===== src/rtl/bie_pkg.sv =====
// Shared types, constants and color helpers for the blended 4-bit icon expander.
// Depends on nothing; used by bie_pixel_lane and blended_4bit_icon_expander_core.
`timescale 1ns / 1ps

package bie_pkg;

  // Configuration register indexes
  localparam int CFG_IDX_W = 2;
  localparam logic [CFG_IDX_W-1:0] CFG_FORE_IDX = 2'd0;
  localparam logic [CFG_IDX_W-1:0] CFG_BACK_IDX = 2'd1;

  // Reset colors
  localparam logic [15:0] FORE_RESET = 16'hFFFF;
  localparam logic [15:0] BACK_RESET = 16'h0000;

  // Register stages of each pixel lane (decode, multiply, sum)
  localparam int PIPE_DEPTH = 3;

  // Blend arithmetic
  localparam logic [7:0] ALPHA_FULL = 8'd255;
  localparam int BLEND_SHIFT = 9;
  localparam logic [3:0] NIB_BACK = 4'h0;
  localparam logic [3:0] NIB_FORE = 4'hF;

  // Where a pixel comes from
  typedef enum logic [1:0] {
    SEL_BACK,
    SEL_FORE,
    SEL_MIX
  } sel_t;

  // Channels widened to odd values: red/blue 6 bits, green 7 bits
  typedef struct packed {
    logic [5:0] r;
    logic [6:0] g;
    logic [5:0] b;
  } wide_rgb_t;

  // Products of one color with its weight
  typedef struct packed {
    logic [13:0] r;
    logic [14:0] g;
    logic [13:0] b;
  } prod_rgb_t;

  // Widen each RGB565 channel to (c<<1)+1
  function automatic wide_rgb_t widen(input logic [15:0] c);
    wide_rgb_t w;
    w.r = {c[15:11], 1'b1};
    w.g = {c[10:5], 1'b1};
    w.b = {c[4:0], 1'b1};
    return w;
  endfunction

endpackage


===== src/rtl/bie_pixel_lane.sv =====
// Three-stage palette lookup and blend for one 4-bit nibble.
// Depends on bie_pkg; instantiated twice by blended_4bit_icon_expander_core.
`timescale 1ns / 1ps

module bie_pixel_lane (
  input  logic        clk,
  input  logic [3:0]  nibble,
  input  logic [15:0] fore_color,
  input  logic [15:0] back_color,
  output logic [15:0] pixel
);

  // Stage 1: decode nibble, widen colors, form weights
  bie_pkg::sel_t      s1_sel_r;
  logic [15:0]        s1_raw_r;
  logic [7:0]         s1_alpha_r;
  logic [7:0]         s1_inv_r;
  bie_pkg::wide_rgb_t s1_fg_r;
  bie_pkg::wide_rgb_t s1_bg_r;

  bie_pkg::sel_t      s1_sel_nxt;
  logic [15:0]        s1_raw_nxt;
  logic [7:0]         alpha_nxt;

  always_comb begin
    alpha_nxt = {nibble, 4'b0000};
    if (nibble == bie_pkg::NIB_BACK) begin
      s1_sel_nxt = bie_pkg::SEL_BACK;
      s1_raw_nxt = back_color;
    end else if (nibble == bie_pkg::NIB_FORE) begin
      s1_sel_nxt = bie_pkg::SEL_FORE;
      s1_raw_nxt = fore_color;
    end else begin
      s1_sel_nxt = bie_pkg::SEL_MIX;
      s1_raw_nxt = back_color;
    end
  end

  always_ff @(posedge clk) begin
    s1_sel_r   <= s1_sel_nxt;
    s1_raw_r   <= s1_raw_nxt;
    s1_alpha_r <= alpha_nxt;
    s1_inv_r   <= bie_pkg::ALPHA_FULL - alpha_nxt;
    s1_fg_r    <= bie_pkg::widen(fore_color);
    s1_bg_r    <= bie_pkg::widen(back_color);
  end

  // Stage 2: weight each channel of both colors
  bie_pkg::sel_t      s2_sel_r;
  logic [15:0]        s2_raw_r;
  bie_pkg::prod_rgb_t s2_fp_r;
  bie_pkg::prod_rgb_t s2_bp_r;

  always_ff @(posedge clk) begin
    s2_sel_r  <= s1_sel_r;
    s2_raw_r  <= s1_raw_r;
    s2_fp_r.r <= 14'(s1_fg_r.r * s1_alpha_r);
    s2_fp_r.g <= 15'(s1_fg_r.g * s1_alpha_r);
    s2_fp_r.b <= 14'(s1_fg_r.b * s1_alpha_r);
    s2_bp_r.r <= 14'(s1_bg_r.r * s1_inv_r);
    s2_bp_r.g <= 15'(s1_bg_r.g * s1_inv_r);
    s2_bp_r.b <= 14'(s1_bg_r.b * s1_inv_r);
  end

  // Stage 3: sum, scale down and pack, or pass the exact color
  logic [13:0] sum_r;
  logic [14:0] sum_g;
  logic [13:0] sum_b;
  logic [15:0] pixel_r;
  logic [15:0] pixel_nxt;

  always_comb begin
    sum_r = s2_fp_r.r + s2_bp_r.r;
    sum_g = s2_fp_r.g + s2_bp_r.g;
    sum_b = s2_fp_r.b + s2_bp_r.b;
    case (s2_sel_r)
      bie_pkg::SEL_BACK: pixel_nxt = s2_raw_r;
      bie_pkg::SEL_FORE: pixel_nxt = s2_raw_r;
      bie_pkg::SEL_MIX:  pixel_nxt = {sum_r[13:bie_pkg::BLEND_SHIFT],
                                      sum_g[14:bie_pkg::BLEND_SHIFT],
                                      sum_b[13:bie_pkg::BLEND_SHIFT]};
      default:           pixel_nxt = s2_raw_r;
    endcase
  end

  always_ff @(posedge clk) begin
    pixel_r <= pixel_nxt;
  end

  assign pixel = pixel_r;

endmodule


===== src/rtl/blended_4bit_icon_expander_core.sv =====
// Top level of the blended 4-bit icon expander: config registers, valid pipe, two lanes.
// Depends on bie_pkg and bie_pixel_lane.
`timescale 1ns / 1ps

// Usage:
//   Input: drive in_packed_byte and raise start; a transaction is taken at each
//   rising edge with start high and busy low. busy is held low, so one byte can
//   be taken in every clock cycle.
//   Output: after a byte is taken and has passed the decode, multiply and sum
//   registers of each pixel lane, out_valid is high for exactly one cycle with
//   out_first_pixel (high nibble) and out_second_pixel (low nibble) in RGB565.
//   Throughput is one byte per cycle; each lane has three register stages.
//   The receiver cannot stall; results are strobed and must be captured.
//   Config: cfg_valid/cfg_ready write cfg_data into register cfg_index
//   (0 = foreground, 1 = background); other indexes are ignored. cfg_ready is
//   always high. Write only while no transaction is in flight.
//   Reset (rst_n low, synchronous): foreground goes to 0xFFFF, background to
//   0x0000, and all in-flight transactions are dropped.

module blended_4bit_icon_expander_core (
  input  logic                          clk,
  input  logic                          rst_n,
  input  logic                          start,
  output logic                          busy,
  input  logic [7:0]                    in_packed_byte,
  output logic                          out_valid,
  output logic [15:0]                   out_first_pixel,
  output logic [15:0]                   out_second_pixel,
  input  logic                          cfg_valid,
  output logic                          cfg_ready,
  input  logic [bie_pkg::CFG_IDX_W-1:0] cfg_index,
  input  logic [15:0]                   cfg_data
);

  logic [15:0]                    fore_r;
  logic [15:0]                    back_r;
  logic [bie_pkg::PIPE_DEPTH-1:0] valid_r;
  logic                           accept;

  assign busy      = 1'b0;
  assign cfg_ready = 1'b1;
  assign accept    = start && !busy;

  // Hold config registers; drop writes beyond the list
  always_ff @(posedge clk) begin
    if (!rst_n) begin
      fore_r <= bie_pkg::FORE_RESET;
      back_r <= bie_pkg::BACK_RESET;
    end else if (cfg_valid && cfg_ready) begin
      if (cfg_index == bie_pkg::CFG_FORE_IDX) begin
        fore_r <= cfg_data;
      end else if (cfg_index == bie_pkg::CFG_BACK_IDX) begin
        back_r <= cfg_data;
      end
    end
  end

  // Advance valid bits alongside the lane stages
  always_ff @(posedge clk) begin
    if (!rst_n) begin
      valid_r <= '0;
    end else begin
      valid_r <= {valid_r[bie_pkg::PIPE_DEPTH-2:0], accept};
    end
  end

  // High nibble lane
  bie_pixel_lane u_lane_hi (
    .clk        (clk),
    .nibble     (in_packed_byte[7:4]),
    .fore_color (fore_r),
    .back_color (back_r),
    .pixel      (out_first_pixel)
  );

  // Low nibble lane
  bie_pixel_lane u_lane_lo (
    .clk        (clk),
    .nibble     (in_packed_byte[3:0]),
    .fore_color (fore_r),
    .back_color (back_r),
    .pixel      (out_second_pixel)
  );

  assign out_valid = valid_r[bie_pkg::PIPE_DEPTH-1];

  // Every result traces back to an earlier transaction
  a_out_from_start: assert property (@(posedge clk) disable iff (!rst_n)
    out_valid |-> $past(start, bie_pkg::PIPE_DEPTH))
    else $error("result strobe without a matching transaction");

  // Every accepted transaction yields a result
  a_start_to_out: assert property (@(posedge clk) disable iff (!rst_n)
    start |-> ##(bie_pkg::PIPE_DEPTH) out_valid)
    else $error("transaction dropped in pipeline");

  // Full-intensity high nibble returns the foreground color exactly
  a_fore_exact: assert property (@(posedge clk) disable iff (!rst_n)
    (out_valid && $past(in_packed_byte[7:4] == bie_pkg::NIB_FORE, bie_pkg::PIPE_DEPTH))
      |-> (out_first_pixel == $past(fore_r, bie_pkg::PIPE_DEPTH)))
    else $error("nibble 15 does not give the foreground color");

  // Zero low nibble returns the background color exactly
  a_back_exact: assert property (@(posedge clk) disable iff (!rst_n)
    (out_valid && $past(in_packed_byte[3:0] == bie_pkg::NIB_BACK, bie_pkg::PIPE_DEPTH))
      |-> (out_second_pixel == $past(back_r, bie_pkg::PIPE_DEPTH)))
    else $error("nibble 0 does not give the background color");

endmodule

===== config.mk =====
export PLATFORM = sky130hd
export DESIGN_NAME = blended_4bit_icon_expander_core
export DESIGN_NICKNAME = d
export VERILOG_FILES = /design/src/rtl/bie_pkg.sv /design/src/rtl/bie_pixel_lane.sv /design/src/rtl/blended_4bit_icon_expander_core.sv
export SDC_FILE = /design/constraint.sdc
export NUM_CORES = 1
export LEC_CHECK = 0
export BUFFER_PORTS_ARGS = -buffer_cell sky130_fd_sc_hd__buf_2
export CAP_MARGIN = 20
export CELL_PAD_IN_SITES_DETAIL_PLACEMENT = 0
export CELL_PAD_IN_SITES_GLOBAL_PLACEMENT = 1
export CORE_UTILIZATION = 45
export CTS_BUF_LIST = sky130_fd_sc_hd__clkbuf_4
export DETAILED_ROUTE_END_ITERATION = 6
export PLACE_DENSITY_LB_ADDON = 0.1
export SYNTH_ARGS = -nofsm -noshare
export SYNTH_HDL_FRONTEND = slang
export SYNTH_SLANG_ARGS = --single-unit

===== constraint.sdc =====
create_clock -name clk -period 7 [get_ports clk]
set_input_delay 0.35 -clock clk [delete_from_list [all_inputs] [get_ports clk]]
set_output_delay 0.35 -clock clk [all_outputs]
set_load 0.005 [all_outputs]

==> results of run 1 <==
-- area by class of cell --
cell class	count	area, um^2
diodes	4	10.0
clock buffers	115	863
clock inverters	29	208
fillers	4235	21700
inverters	278	1040
multi-input cells	1525	12800
flip-flops and latches	307	6150
well taps	592	741
repair buffers	101	683
-- registers in the layout (all words and copies together), names as in the netlist, 29 cells and up --
signal / cells
u_lane_hi.s2_fp_r: 29
u_lane_lo.s2_fp_r: 29
u_lane_hi.s2_bp_r: 31
u_lane_lo.s2_bp_r: 31
-- power breakdown --
group	internal, mW	total, mW	leakage [nW]	switching, mW
registers	2.13	2.30	2.54	0.169
clock network	0.871	1.63	0.626	0.761
logic	0.981	2.17	8.41	1.19
-- metal layers --
metal	vias to the layer above	part of all wire (%)	track usage, %
met3	93	2.8	4.10
met4	0	3.7	9.75
met1	6931	42	26.3
met2	228	51	41.1
met5	-	0	0
li1	7297	-	-
-- how the worst max path moves through the flow --
| stage | startpoint | endpoint | slack [ps] | cells after the start |
|---|---|---|---|---|
| final | u_lane_hi.s1_inv_r[5] | u_lane_hi.s2_bp_r[27] | 1700 | 15 |
| after global routing | u_lane_hi.s1_inv_r[5] | u_lane_hi.s2_bp_r[27] | 1330 | 15 |
| after CTS | u_lane_hi.s1_inv_r[5] | u_lane_hi.s2_bp_r[27] | 1700 | 15 |
| after detailed placement | u_lane_hi.s1_inv_r[5] | u_lane_hi.s2_bp_r[27] | 1650 | 15 |
| after global placement | u_lane_hi.s1_inv_r[5] | u_lane_hi.s2_bp_r[27] | 1810 | 15 |
| after floorplan | u_lane_hi.s1_inv_r[5] | u_lane_hi.s2_bp_r[27] | 2170 | 16 |
-- worst max-delay path, delay by kind of cell, from the launching register on --
family,cells,cell delay (ps)
AOI/OAI and AO/OA,3,1130
and+or+nand+nor,3,960
buffers and inverters,3,560
DFF,1,600
xor gates and xnor gates,1,170
adders and majority gates,5,1810
-- cells in the final DEF, fill, tap and decap left out, types with 5 or more instances in the layout --
| master | Yosys | final |
|---|---|---|
| o21a_1 | 12 | 12 |
| o41ai_1 | 11 | 11 |
| nand2b_1 | 14 | 14 |
| nor2_1 | 132 | 132 |
| or2_2 | 6 | 6 |
| nor3_1 | 24 | 24 |
| nor2b_1 | 6 | 6 |
| o31ai_1 | 12 | 12 |
| or3_1 | 5 | 5 |
| a211oi_1 | 7 | 7 |
| buf_2 | 0 | 62 |
| o21ai_0 | 46 | 46 |
| dfxtp_1 | 307 | 307 |
| a21oi_1 | 66 | 66 |
| inv_1 | 272 | 272 |
| dlygate4sd3_1 | 0 | 32 |
| nand3_1 | 21 | 21 |
| a21boi_0 | 24 | 24 |
| and2_1 | 77 | 77 |
| nor4_1 | 8 | 8 |
| clkbuf_4 | 0 | 115 |
| a21o_1 | 37 | 37 |
| xor2_1 | 46 | 46 |
| clkinv_1 | 4 | 21 |
| xnor2_1 | 86 | 86 |
| fa_1 | 175 | 175 |
| nand4_1 | 19 | 19 |
| ha_1 | 275 | 275 |
| clkinv_2 | 0 | 6 |
| nand2_1 | 359 | 359 |
| buf_4 | 2 | 7 |
| o21bai_1 | 9 | 9 |
-- repair_timing --
action | CTS | global route
gates resized for setup | 0 | 0
hold endpoints to repair | 51 | 0
hold buffers | 32 | 0
-- kinds of logic (layout without fill, tap and decap cells) --
family | after synthesis | after routing | share of synthesized area, %
AOI/OAI and AO/OA | 254 | 254 | 8.26
DFF | 307 | 307 | 30.5
buffers and inverters | 321 | 523 | 6.01
other | 2 | 6 | 0.0372
and+or+nand+nor | 687 | 687 | 15.1
xor gates and xnor gates | 132 | 132 | 5.73
adders and majority gates | 450 | 450 | 34.4
-- through the flow --
stage	worst slack [ps]	power, mW	area, um^2	cells	hold WS [ps]
floorplan	2170	3.88	20200	2153	310
global placement	1810	4.50	21100	2771	310
detailed placement	1650	4.53	21100	2771	312
CTS	1700	6.24	22500	2947	22.0
global route	1330	6.65	22500	2951	59.6
finish	1700	6.11	22500	2951	98.6
==> out/qor.csv, run 1 <==
metric,value,unit
status,completed,
post-synth top area share,30.5,%
"reg-to-reg slack, setup",1700,ps
Worst path max stage delay,630,ps
Commonest cells post-synth,"nand2_1 (359), dfxtp_1 (307), ha_1 (275), inv_1 (272), fa_1 (175)",
Main synth FF type,dfxtp_1,
vias post-DR,14500,
largest cells by area after synthesis,"dfxtp_1 (30%), fa_1 (17%), ha_1 (17%)",
# DRC,0,
row count,77,
drt via density,4.93,
leakage,11.6,nW
Max-Cap Viols,0,
top-count cell post-synth,nand2_1,
Tmin final,5300,ps
fin crit share,75.8,%
RR Startpoint,u_lane_hi.s1_inv_r[5],
Final Wtd Congestion,0.854,
wire per inst,16.6,um
Ys Warns,0,
worst-margin pin slew,1020,ps
Synth cell types,55,
largest net degree at the start of global routing,36,
Peak Freq,189,MHz
die span in y,214,um
1st-iter DRT viols,460,
clk buf depth,3,
Die X,214,um
Slew HR,31.7,%
post-CTS repair timing setup buffer count,0,
Worst Clk Skew,47.6,ps
syn nets,2633,
Worst path slowest cell,o41ai_1,
Buffers on Ports,62,
WHS Path Cells,5,
clk slew on worst S/H paths,60,ps
fin util,50.9,%
WS Path Type,reg2reg,
crit-path cells,clkinv_1 -> nor2_1 -> fa_1 -> ha_1 -> or2_2 -> fa_1 -> inv_1 -> fa_1 -> inv_1 -> ha_1 -> or3_1 -> o311a_1 -> o41ai_1 -> o21bai_1 -> xor2_1,
Core Region,44200,um^2
Max VDD drop,0.000204,V
HPWL after detailed placement,39.1,mm
synthesized instance count,2153,
Area growth syn-to-layout,11.6,%
first drt pass iteration count,5,
CTS Root Cell,clkbuf_4,
worst min path class,in2reg,
Post-Syn Area,20200,um^2
final number of hold-violating endpoints,0,
sequential area share after synthesis,30.5,%
Crit Reg-Reg Endpoint,u_lane_hi.s2_bp_r[27],
fraction of registers with async set/reset,0,%
Worst Hold Endpoint,fore_r[4],
Max H-tree Level,3,
GR Overflow Total,0,
clock latency on the worst-skew pair,840,ps
nets,2778,
"Avg Cell Area, Syn",9.37,um^2
RSZ-0062 raised after global routing,false,
first-pass GRT wire length,78.4,mm
Startpoint Class,flop,
layout cells sized above 1,8.92,%
Antenna Nets Post-Route,0,
# IOs,65,
Post-synth EDFFs,0,
Routed Wire Length,49.0,mm
CP max FO,10,
hold path startpoint,cfg_index[1],
worst r2r path cells,15,
CP Data Required Time,7720,ps
Slew Limit Fails,0,
Worst EP arrival,6030,ps
total negative setup slack,0,ps
register bit total from synthesis,307,
"area leader, netlist",dfxtp_1,
number of global-route vias before repair,15400,
starting density of the core,45.6,%
Sink Count,307,
Total Routing Usage GR,22.8,%
CTS tree,built,
Worst setup EP type,flop,
Die Area,45700,um^2
most used cell along the critical path,fa_1,
# setup viols final,0,
CTS Buf Count,85,
initial antenna violation count,2,
PD cells,271,nW/um^2
No activity file was read; power rests on OpenSTA's default activity.
==> run 2: changes to the inputs <==
Clock period 7 ns to 4.6 ns, I/O delays scaled along.
==> run 2 against run 1 <==
Worst hold slack improved by 46 ps. Largest cell class unchanged. Via count is 1.1% higher. Sequential share of layout area fell by 0.68 points. Die area stayed put.
==> out/qor.csv, run 2 (synthesis results as in run 1) <==
metric,value,unit,change
Worst setup EP type,flop,,unchanged
Routed Wire Length,49.1,mm,was 49.0 mm
die span in y,214,um,unchanged
leakage,11.9,nW,was 11.6 nW
starting density of the core,45.6,%,unchanged
WS Path Type,reg2reg,,unchanged
"commonest non-fill, non-tap cell in the layout",nand2_1,,unchanged
CP top delay family,adder cells,,unchanged
Max-Cap Viols,0,,unchanged
status,completed,,unchanged
# setup viols final,0,,unchanged
PD cells,404,nW/um^2,was 271 nW/um^2
Antenna Nets Post-Route,0,,unchanged
top flop regs,"u_lane_hi.s2_bp_r: 31 flops, u_lane_lo.s2_bp_r: 31 flops",,unchanged
nets,2843,,was 2778
wire per inst,16.3,um,was 16.6 um
Worst path slowest cell,or4_4,,was o41ai_1
Max H-tree Level,3,,unchanged
fin crit share,97.9,%,was 75.8%
layout cells sized above 1,11.7,%,was 8.92%
CTS Buf Count,88,,was 85
Crit Reg-Reg Endpoint,u_lane_lo.s2_bp_r[28],,was u_lane_hi.s2_bp_r[27]
Area growth syn-to-layout,14.6,%,was 11.6%
Peak Freq,222,MHz,was 189 MHz
Slew Limit Fails,0,,unchanged
DRT met1 WL,21.1,mm,was 20.8 mm
final hold slack,145,ps,was 98.6 ps
"reg-to-reg slack, setup",100,ps,was 1700 ps
1st-iter DRT viols,536,,was 460
crit path buf inv count,3,,unchanged
initial antenna violation count,3,,was 2
crit-path cells,inv_1 -> nor2_2 -> fa_1 -> inv_1 -> fa_1 -> fa_1 -> inv_1 -> fa_1 -> ha_2 -> or4_4 -> o211a_4 -> o41a_1 -> or4_1 -> and3_1,,was clkinv_1 -> nor2_1 -> fa_1 -> ha_1 -> or2_2 -> fa_1 -> inv_1 -> fa_1 -> inv_1 -> ha_1 -> or3_1 -> o311a_1 -> o41ai_1 -> o21bai_1 -> xor2_1
Total Routing Usage GR,22.8,%,about the same
most used cell along the critical path,fa_1,,unchanged
drt via density,4.88,,was 4.93
clock latency on the worst-skew pair,820,ps,was 840 ps
RSZ-0062 raised after global routing,true,,was false
CP max FO,4,,was 10
worst-margin pin slew,992,ps,was 1020 ps
fill count,4166,,was 4235
# IOs,65,,unchanged
# DRC,0,,unchanged
first-pass GRT wire length,79.1,mm,was 78.4 mm
number of global-route vias before repair,15300,,was 15400
final design area excluding fillers,23100,um^2,was 22500 um^2
Worst EP arrival,5210,ps,was 6030 ps
vias post-DR,14700,,was 14500
Register Area,6150,um^2,about the same
final number of hold-violating endpoints,0,,unchanged
crit path from,u_lane_lo.s1_inv_r[5],,was u_lane_hi.s1_inv_r[5]
CP Data Required Time,5300,ps,was 7720 ps
Sink Count,307,,unchanged
Placed Area,21400,um^2,was 21100 um^2
Slew HR,33.7,%,was 31.7%
Die X,214,um,unchanged
row count,77,,unchanged
worst r2r path cells,14,,was 15
clk buf depth,3,,unchanged
Core Region,44200,um^2,unchanged
CTS Root Cell,clkbuf_4,,unchanged
multi-input gate area in the final layout,12900,um^2,was 12800 um^2
Buffers on Ports,62,,unchanged
Tmin final,4500,ps,was 5300 ps
Die Area,45700,um^2,unchanged
clk slew on worst S/H paths,60,ps,about the same
Top Metal Used,met5,,was met4
GR Overflow Total,0,,unchanged
first drt pass iteration count,5,,unchanged
largest net degree at the start of global routing,36,,unchanged
Worst Clk Skew,69.0,ps,was 47.6 ps
met3 routed WL,1.59,mm,was 1.37 mm
worst min path class,in2reg,,unchanged
Final Wtd Congestion,0.824,,was 0.854
HPWL after detailed placement,39.0,mm,was 39.1 mm
"commonest cells after routing, fill and taps aside","nand2_1 (359), dfxtp_1 (301), ha_1 (272)",,"was nand2_1 (359), dfxtp_1 (307), ha_1 (275)"
CP endpoint,u_lane_lo.s2_bp_r[28],,was u_lane_hi.s2_bp_r[27]
WP depth,14,,was 15
Startpoint Class,flop,,unchanged
Worst path max stage delay,540,ps,was 630 ps
RR Startpoint,u_lane_lo.s1_inv_r[5],,was u_lane_hi.s1_inv_r[5]
CTS tree,built,,unchanged
Routed met2 length,24.5,mm,was 25.1 mm
Max VDD drop,0.000231,V,was 0.000204 V
==> run 2: cell count changes in the layout (fill, tap and decap cells not counted), moves of 3 or more <==
cell	change
buf_4	+42
buf_6	+3
clkbuf_4	+9
clkinv_1	-3
dfxtp_1	-6
dfxtp_2	+6
dlygate4sd3_1	+17
ha_1	-3
==> run 2: how the worst min path moves through the flow <==
stage                           start                 endpoint  slack [ps]  cells after the start
2_1_floorplan       in_packed_byte[4]  u_lane_hi.s1_alpha_r[4]         260                      0
3_3_place_gp    u_lane_hi.s1_sel_r[0]    u_lane_hi.s2_sel_r[0]         310                      0
3_5_place_dp   u_lane_hi.s1_raw_r[11]   u_lane_hi.s2_raw_r[11]         310                      0
4_1_cts             in_packed_byte[6]  u_lane_hi.s1_alpha_r[6]          40                      2
5_1_grt             in_packed_byte[3]  u_lane_lo.s1_alpha_r[7]          70                      2
6_report            in_packed_byte[3]  u_lane_lo.s1_alpha_r[7]         150                      2
==> run 2: through the flow <==
stage          util, %  setup WS (ps)  cells  total power [mW]  TNS (ps)
6_report          52.3           96.8   3017              9.33         0
5_1_grt           52.3          -32.9   3016              10.2     -32.9
4_1_cts           52.0           36.8   3013              9.50         0
3_5_place_dp      48.5           59.7   2814              6.91         0
3_3_place_gp      48.5            108   2814              6.85         0
2_1_floorplan        -           4.47   2153              5.91         0
==> run 2: report_power, final <==
part / internal [mW] / leakage [nW] / total, mW / switching (mW)
Combinational: 1.53 / 8.68 / 3.38 / 1.85
Sequential: 3.24 / 2.55 / 3.49 / 0.242
Clock: 1.29 / 0.638 / 2.46 / 1.17
Total: 6.07 / 11.9 / 9.33 / 3.26
==> run 2: layout make-up <==
type                       instances  share of cell area (%)
multi-input combinational       1525                    55.8
sequential                       307                    26.6
timing repair buffer             163                    5.20
inverter                         278                    4.52
clock buffer                     124                    4.03
tap                              592                    3.20
clock inverter                    26                   0.622
antenna                            2                  0.0216
==> run 2: metal layers <==
| metal | vias to the layer above | track usage, % |
|---|---|---|
| li1 | 7433 | - |
| met1 | 6950 | 26.8 |
| met2 | 238 | 40.6 |
| met3 | 90 | 4.03 |
| met4 | 2 | 9.85 |
| met5 | - | 0 |
==> run 2: worst register-to-register path: cells and delay by family (launching register included) <==
family,cells,cell delay [ps]
and+or+nand+nor,4,1150
adders and majority gates,5,2140
AOI/OAI and AO/OA,2,580
DFF,1,320
buffers and inverters,3,190
==> run 2: timing repair <==
action	in CTS	in global routing
resized for setup	0	22
endpoints found under the hold margin	65	0
hold buffers	49	0
buffers inserted	0	2
setup endpoints to repair	0	4
==> run 3: changes to the inputs <==
Settings changed: ABC_AREA set to 1, CORE_UTILIZATION 45 to 44.
==> run 3 against run 2 <==
Area after synthesis is 12% higher. Critical path depth is 2 higher. First-iteration DRC count is 35% higher. Wire length is 19% higher. Largest power group is now combinational logic. Register-to-register slack better by 340 ps. Worst hold slack worse by 51 ps. Synthesized cell count is 37% higher. Critical endpoint is now u_lane_hi.s2_bp_r[28]. Die area is 15% higher. Fmax is 8.1% higher.
==> out/qor.csv, run 3 <==
metric,value,unit,change
status,completed,,unchanged
Placed Area,23600,um^2,was 21400 um^2
total negative setup slack,0,ps,unchanged
first drt pass iteration count,5,,unchanged
GR Overflow Total,0,,unchanged
Power Total,11.6,mW,was 9.33 mW
top flop regs,"u_lane_hi.s2_bp_r: 31 flops, u_lane_lo.s2_bp_r: 31 flops",,unchanged
top-count cell post-synth,nand2_1,,unchanged
Worst EP arrival,4860,ps,was 5210 ps
Post-synth EDFFs,0,,unchanged
drt via density,4.75,,was 4.88
die span in y,229,um,was 214 um
1st-iter DRT viols,725,,was 536
fin util,50.2,%,was 52.3%
Tmin final,4160,ps,was 4500 ps
Buffers on Ports,62,,unchanged
post-synth top area share,27.1,%,was 30.5%
worst min path class,in2reg,,unchanged
final design area excluding fillers,25300,um^2,was 23100 um^2
initial antenna violation count,2,,was 3
Worst setup EP type,flop,,unchanged
Final Wtd Congestion,0.873,,was 0.824
CP top delay family,adder cells,,unchanged
Startpoint Class,flop,,unchanged
Total Routing Usage GR,23.0,%,was 22.8%
HPWL after detailed placement,46.8,mm,was 39.0 mm
Max VDD drop,0.000275,V,was 0.000231 V
Peak Freq,240,MHz,was 222 MHz
# setup viols final,0,,unchanged
clk slew on worst S/H paths,70,ps,was 60 ps
CP Data Required Time,5300,ps,about the same
leakage,14.5,nW,was 11.9 nW
largest net degree at the start of global routing,36,,unchanged
# DRC,0,,unchanged
Sink Count,307,,unchanged
CTS tree,built,,unchanged
Register Area,6150,um^2,about the same
Post-Syn Area,22700,um^2,was 20200 um^2
CTS Buf Count,87,,was 88
Core Region,50500,um^2,was 44200 um^2
synthesized instance count,2946,,was 2153
sequential area share after synthesis,27.1,%,was 30.5%
fill count,5131,,was 4166
"commonest cells after routing, fill and taps aside","nand2_1 (791), inv_1 (633), dfxtp_1 (307)",,"was nand2_1 (359), dfxtp_1 (301), ha_1 (272)"
PD cells,457,nW/um^2,was 404 nW/um^2
fraction of registers with async set/reset,0,%,unchanged
Die Area,52400,um^2,was 45700 um^2
Slew Limit Fails,0,,unchanged
largest cells by area after synthesis,"dfxtp_1 (27%), fa_1 (15%), ha_1 (15%)",,"was dfxtp_1 (30%), fa_1 (17%), ha_1 (17%)"
Worst path max stage delay,670,ps,was 540 ps
"Avg Cell Area, Syn",7.69,um^2,was 9.37 um^2
Max-Cap Viols,0,,unchanged
Die X,229,um,was 214 um
crit path buf inv count,3,,unchanged
Area growth syn-to-layout,11.7,%,was 14.6%
"commonest non-fill, non-tap cell in the layout",nand2_1,,unchanged
# IOs,65,,unchanged
final number of hold-violating endpoints,0,,unchanged
post-CTS repair timing setup buffer count,0,,unchanged
Slew HR,40.3,%,was 33.7%
WS Path Type,reg2reg,,unchanged
crit-path cells,inv_1 -> fa_1 -> xnor2_1 -> ha_1 -> or2_2 -> fa_1 -> inv_1 -> fa_1 -> inv_1 -> ha_1 -> a21oi_1 -> nor2_1 -> o21ai_0 -> nand3_1 -> nand2_1 -> nand2_1,,was inv_1 -> nor2_2 -> fa_1 -> inv_1 -> fa_1 -> fa_1 -> inv_1 -> fa_1 -> ha_2 -> or4_4 -> o211a_4 -> o41a_1 -> or4_1 -> and3_1
register bit total from synthesis,307,,unchanged
fin crit share,90.5,%,was 97.9%
worst-margin pin slew,895,ps,was 992 ps
wire per inst,15.2,um,was 16.3 um
Antenna Nets Post-Route,0,,unchanged
vias post-DR,18200,,was 14700
CTS Root Cell,clkbuf_4,,unchanged
Max H-tree Level,3,,unchanged
syn nets,3426,,was 2633
Synth cell types,30,,was 55
Worst Clk Skew,65.4,ps,was 69.0 ps
first-pass GRT wire length,94.4,mm,was 79.1 mm
Commonest cells post-synth,"nand2_1 (791), inv_1 (633), dfxtp_1 (307), ha_1 (275), fa_1 (175)",,"was nand2_1 (359), dfxtp_1 (307), ha_1 (275), inv_1 (272), fa_1 (175)"
number of global-route vias before repair,18500,,was 15300
"area leader, netlist",dfxtp_1,,unchanged
RSZ-0062 raised after global routing,false,,was true
Worst path slowest cell,fa_1,,was or4_4
Ys Warns,0,,unchanged
clock latency on the worst-skew pair,820,ps,about the same
starting density of the core,44.9,%,was 45.6%
clk buf depth,3,,unchanged
Routed Wire Length,58.2,mm,was 49.1 mm
nets,3573,,was 2843
row count,82,,was 77
Main synth FF type,dfxtp_1,,unchanged
multi-input gate area in the final layout,13700,um^2,was 12900 um^2
CP max FO,10,,was 4
layout cells sized above 1,6.90,%,was 11.7%
run 3: cell count changes after synthesis, moves of 18 or more:
cell	change
a21boi_0	-19
inv_1	+361
o21ai_0	+39
a21o_1	-31
and2_1	-77
a21oi_1	+48
nor2_1	-18
nand4_1	+20
nand3_1	+122
xor2_1	+34
clkbuf_1	+33
xnor2_1	-61
nand2_1	+432
run 3: layer usage:
layer | vias to the layer above | GRT usage [%] | part of all wire (%)
met5 | - | 0 | 0
met4 | 0 | 9.56 | 3.9
met3 | 92 | 3.69 | 3.3
met2 | 328 | 40.3 | 48
met1 | 8461 | 28.0 | 44
li1 | 9316 | - | -
run 3: final timing paths:
check | start | end | slack, ps | cells after the start
setup / recovery | u_lane_lo.s1_bg_r[11] | u_lane_hi.s2_bp_r[28] | 440 | 16
hold / removal | in_packed_byte[6] | u_lane_hi.s1_alpha_r[6] | 90 | 2
setup reg to reg | u_lane_lo.s1_bg_r[11] | u_lane_hi.s2_bp_r[28] | 440 | 16
hold reg to reg | u_lane_hi.s1_raw_r[12] | u_lane_hi.s2_raw_r[12] | 310 | 0
run 3: power breakdown:
group,internal (mW),switching (mW)
clock,1.33,1.20
combinational,2.06,3.29
sequential,3.34,0.370
run 3: repair_timing:
item,in CTS,in global routing
hold buffers,61,0
endpoints found under the hold margin,54,0
resized for setup,0,0
run 3: cell type report:
cell class	count	share of cell area (%)
timing repair buffer	146	4.37
clock buffer	114	3.38
tap	672	3.32
clock inverter	40	0.958
sequential	307	24.3
multi-input combinational	1916	54.3
antenna	3	0.0296
inverter	635	9.41
run 3: kinds of logic (layout without fill, tap and decap cells):
group | Yosys count | in the layout | share of synthesized area [%]
and+or+nand+nor | 1106 | 1106 | 19.9
adders and majority gates | 450 | 450 | 30.6
DFF | 307 | 307 | 27.1
xor gates and xnor gates | 105 | 105 | 4.06
buffers and inverters | 723 | 935 | 12.2
other | 2 | 5 | 0.0331
AOI/OAI and AO/OA | 253 | 253 | 6.05
run 3: metrics by stage:
step	std cells	worst slack, ps	hold slack [ps]
4_1_cts	3830	423	0.673
3_3_place_gp	3615	451	310
6_report	3833	436	93.9
3_5_place_dp	3615	464	312
5_1_grt	3832	98.7	31.2
2_1_floorplan	2946	642	258
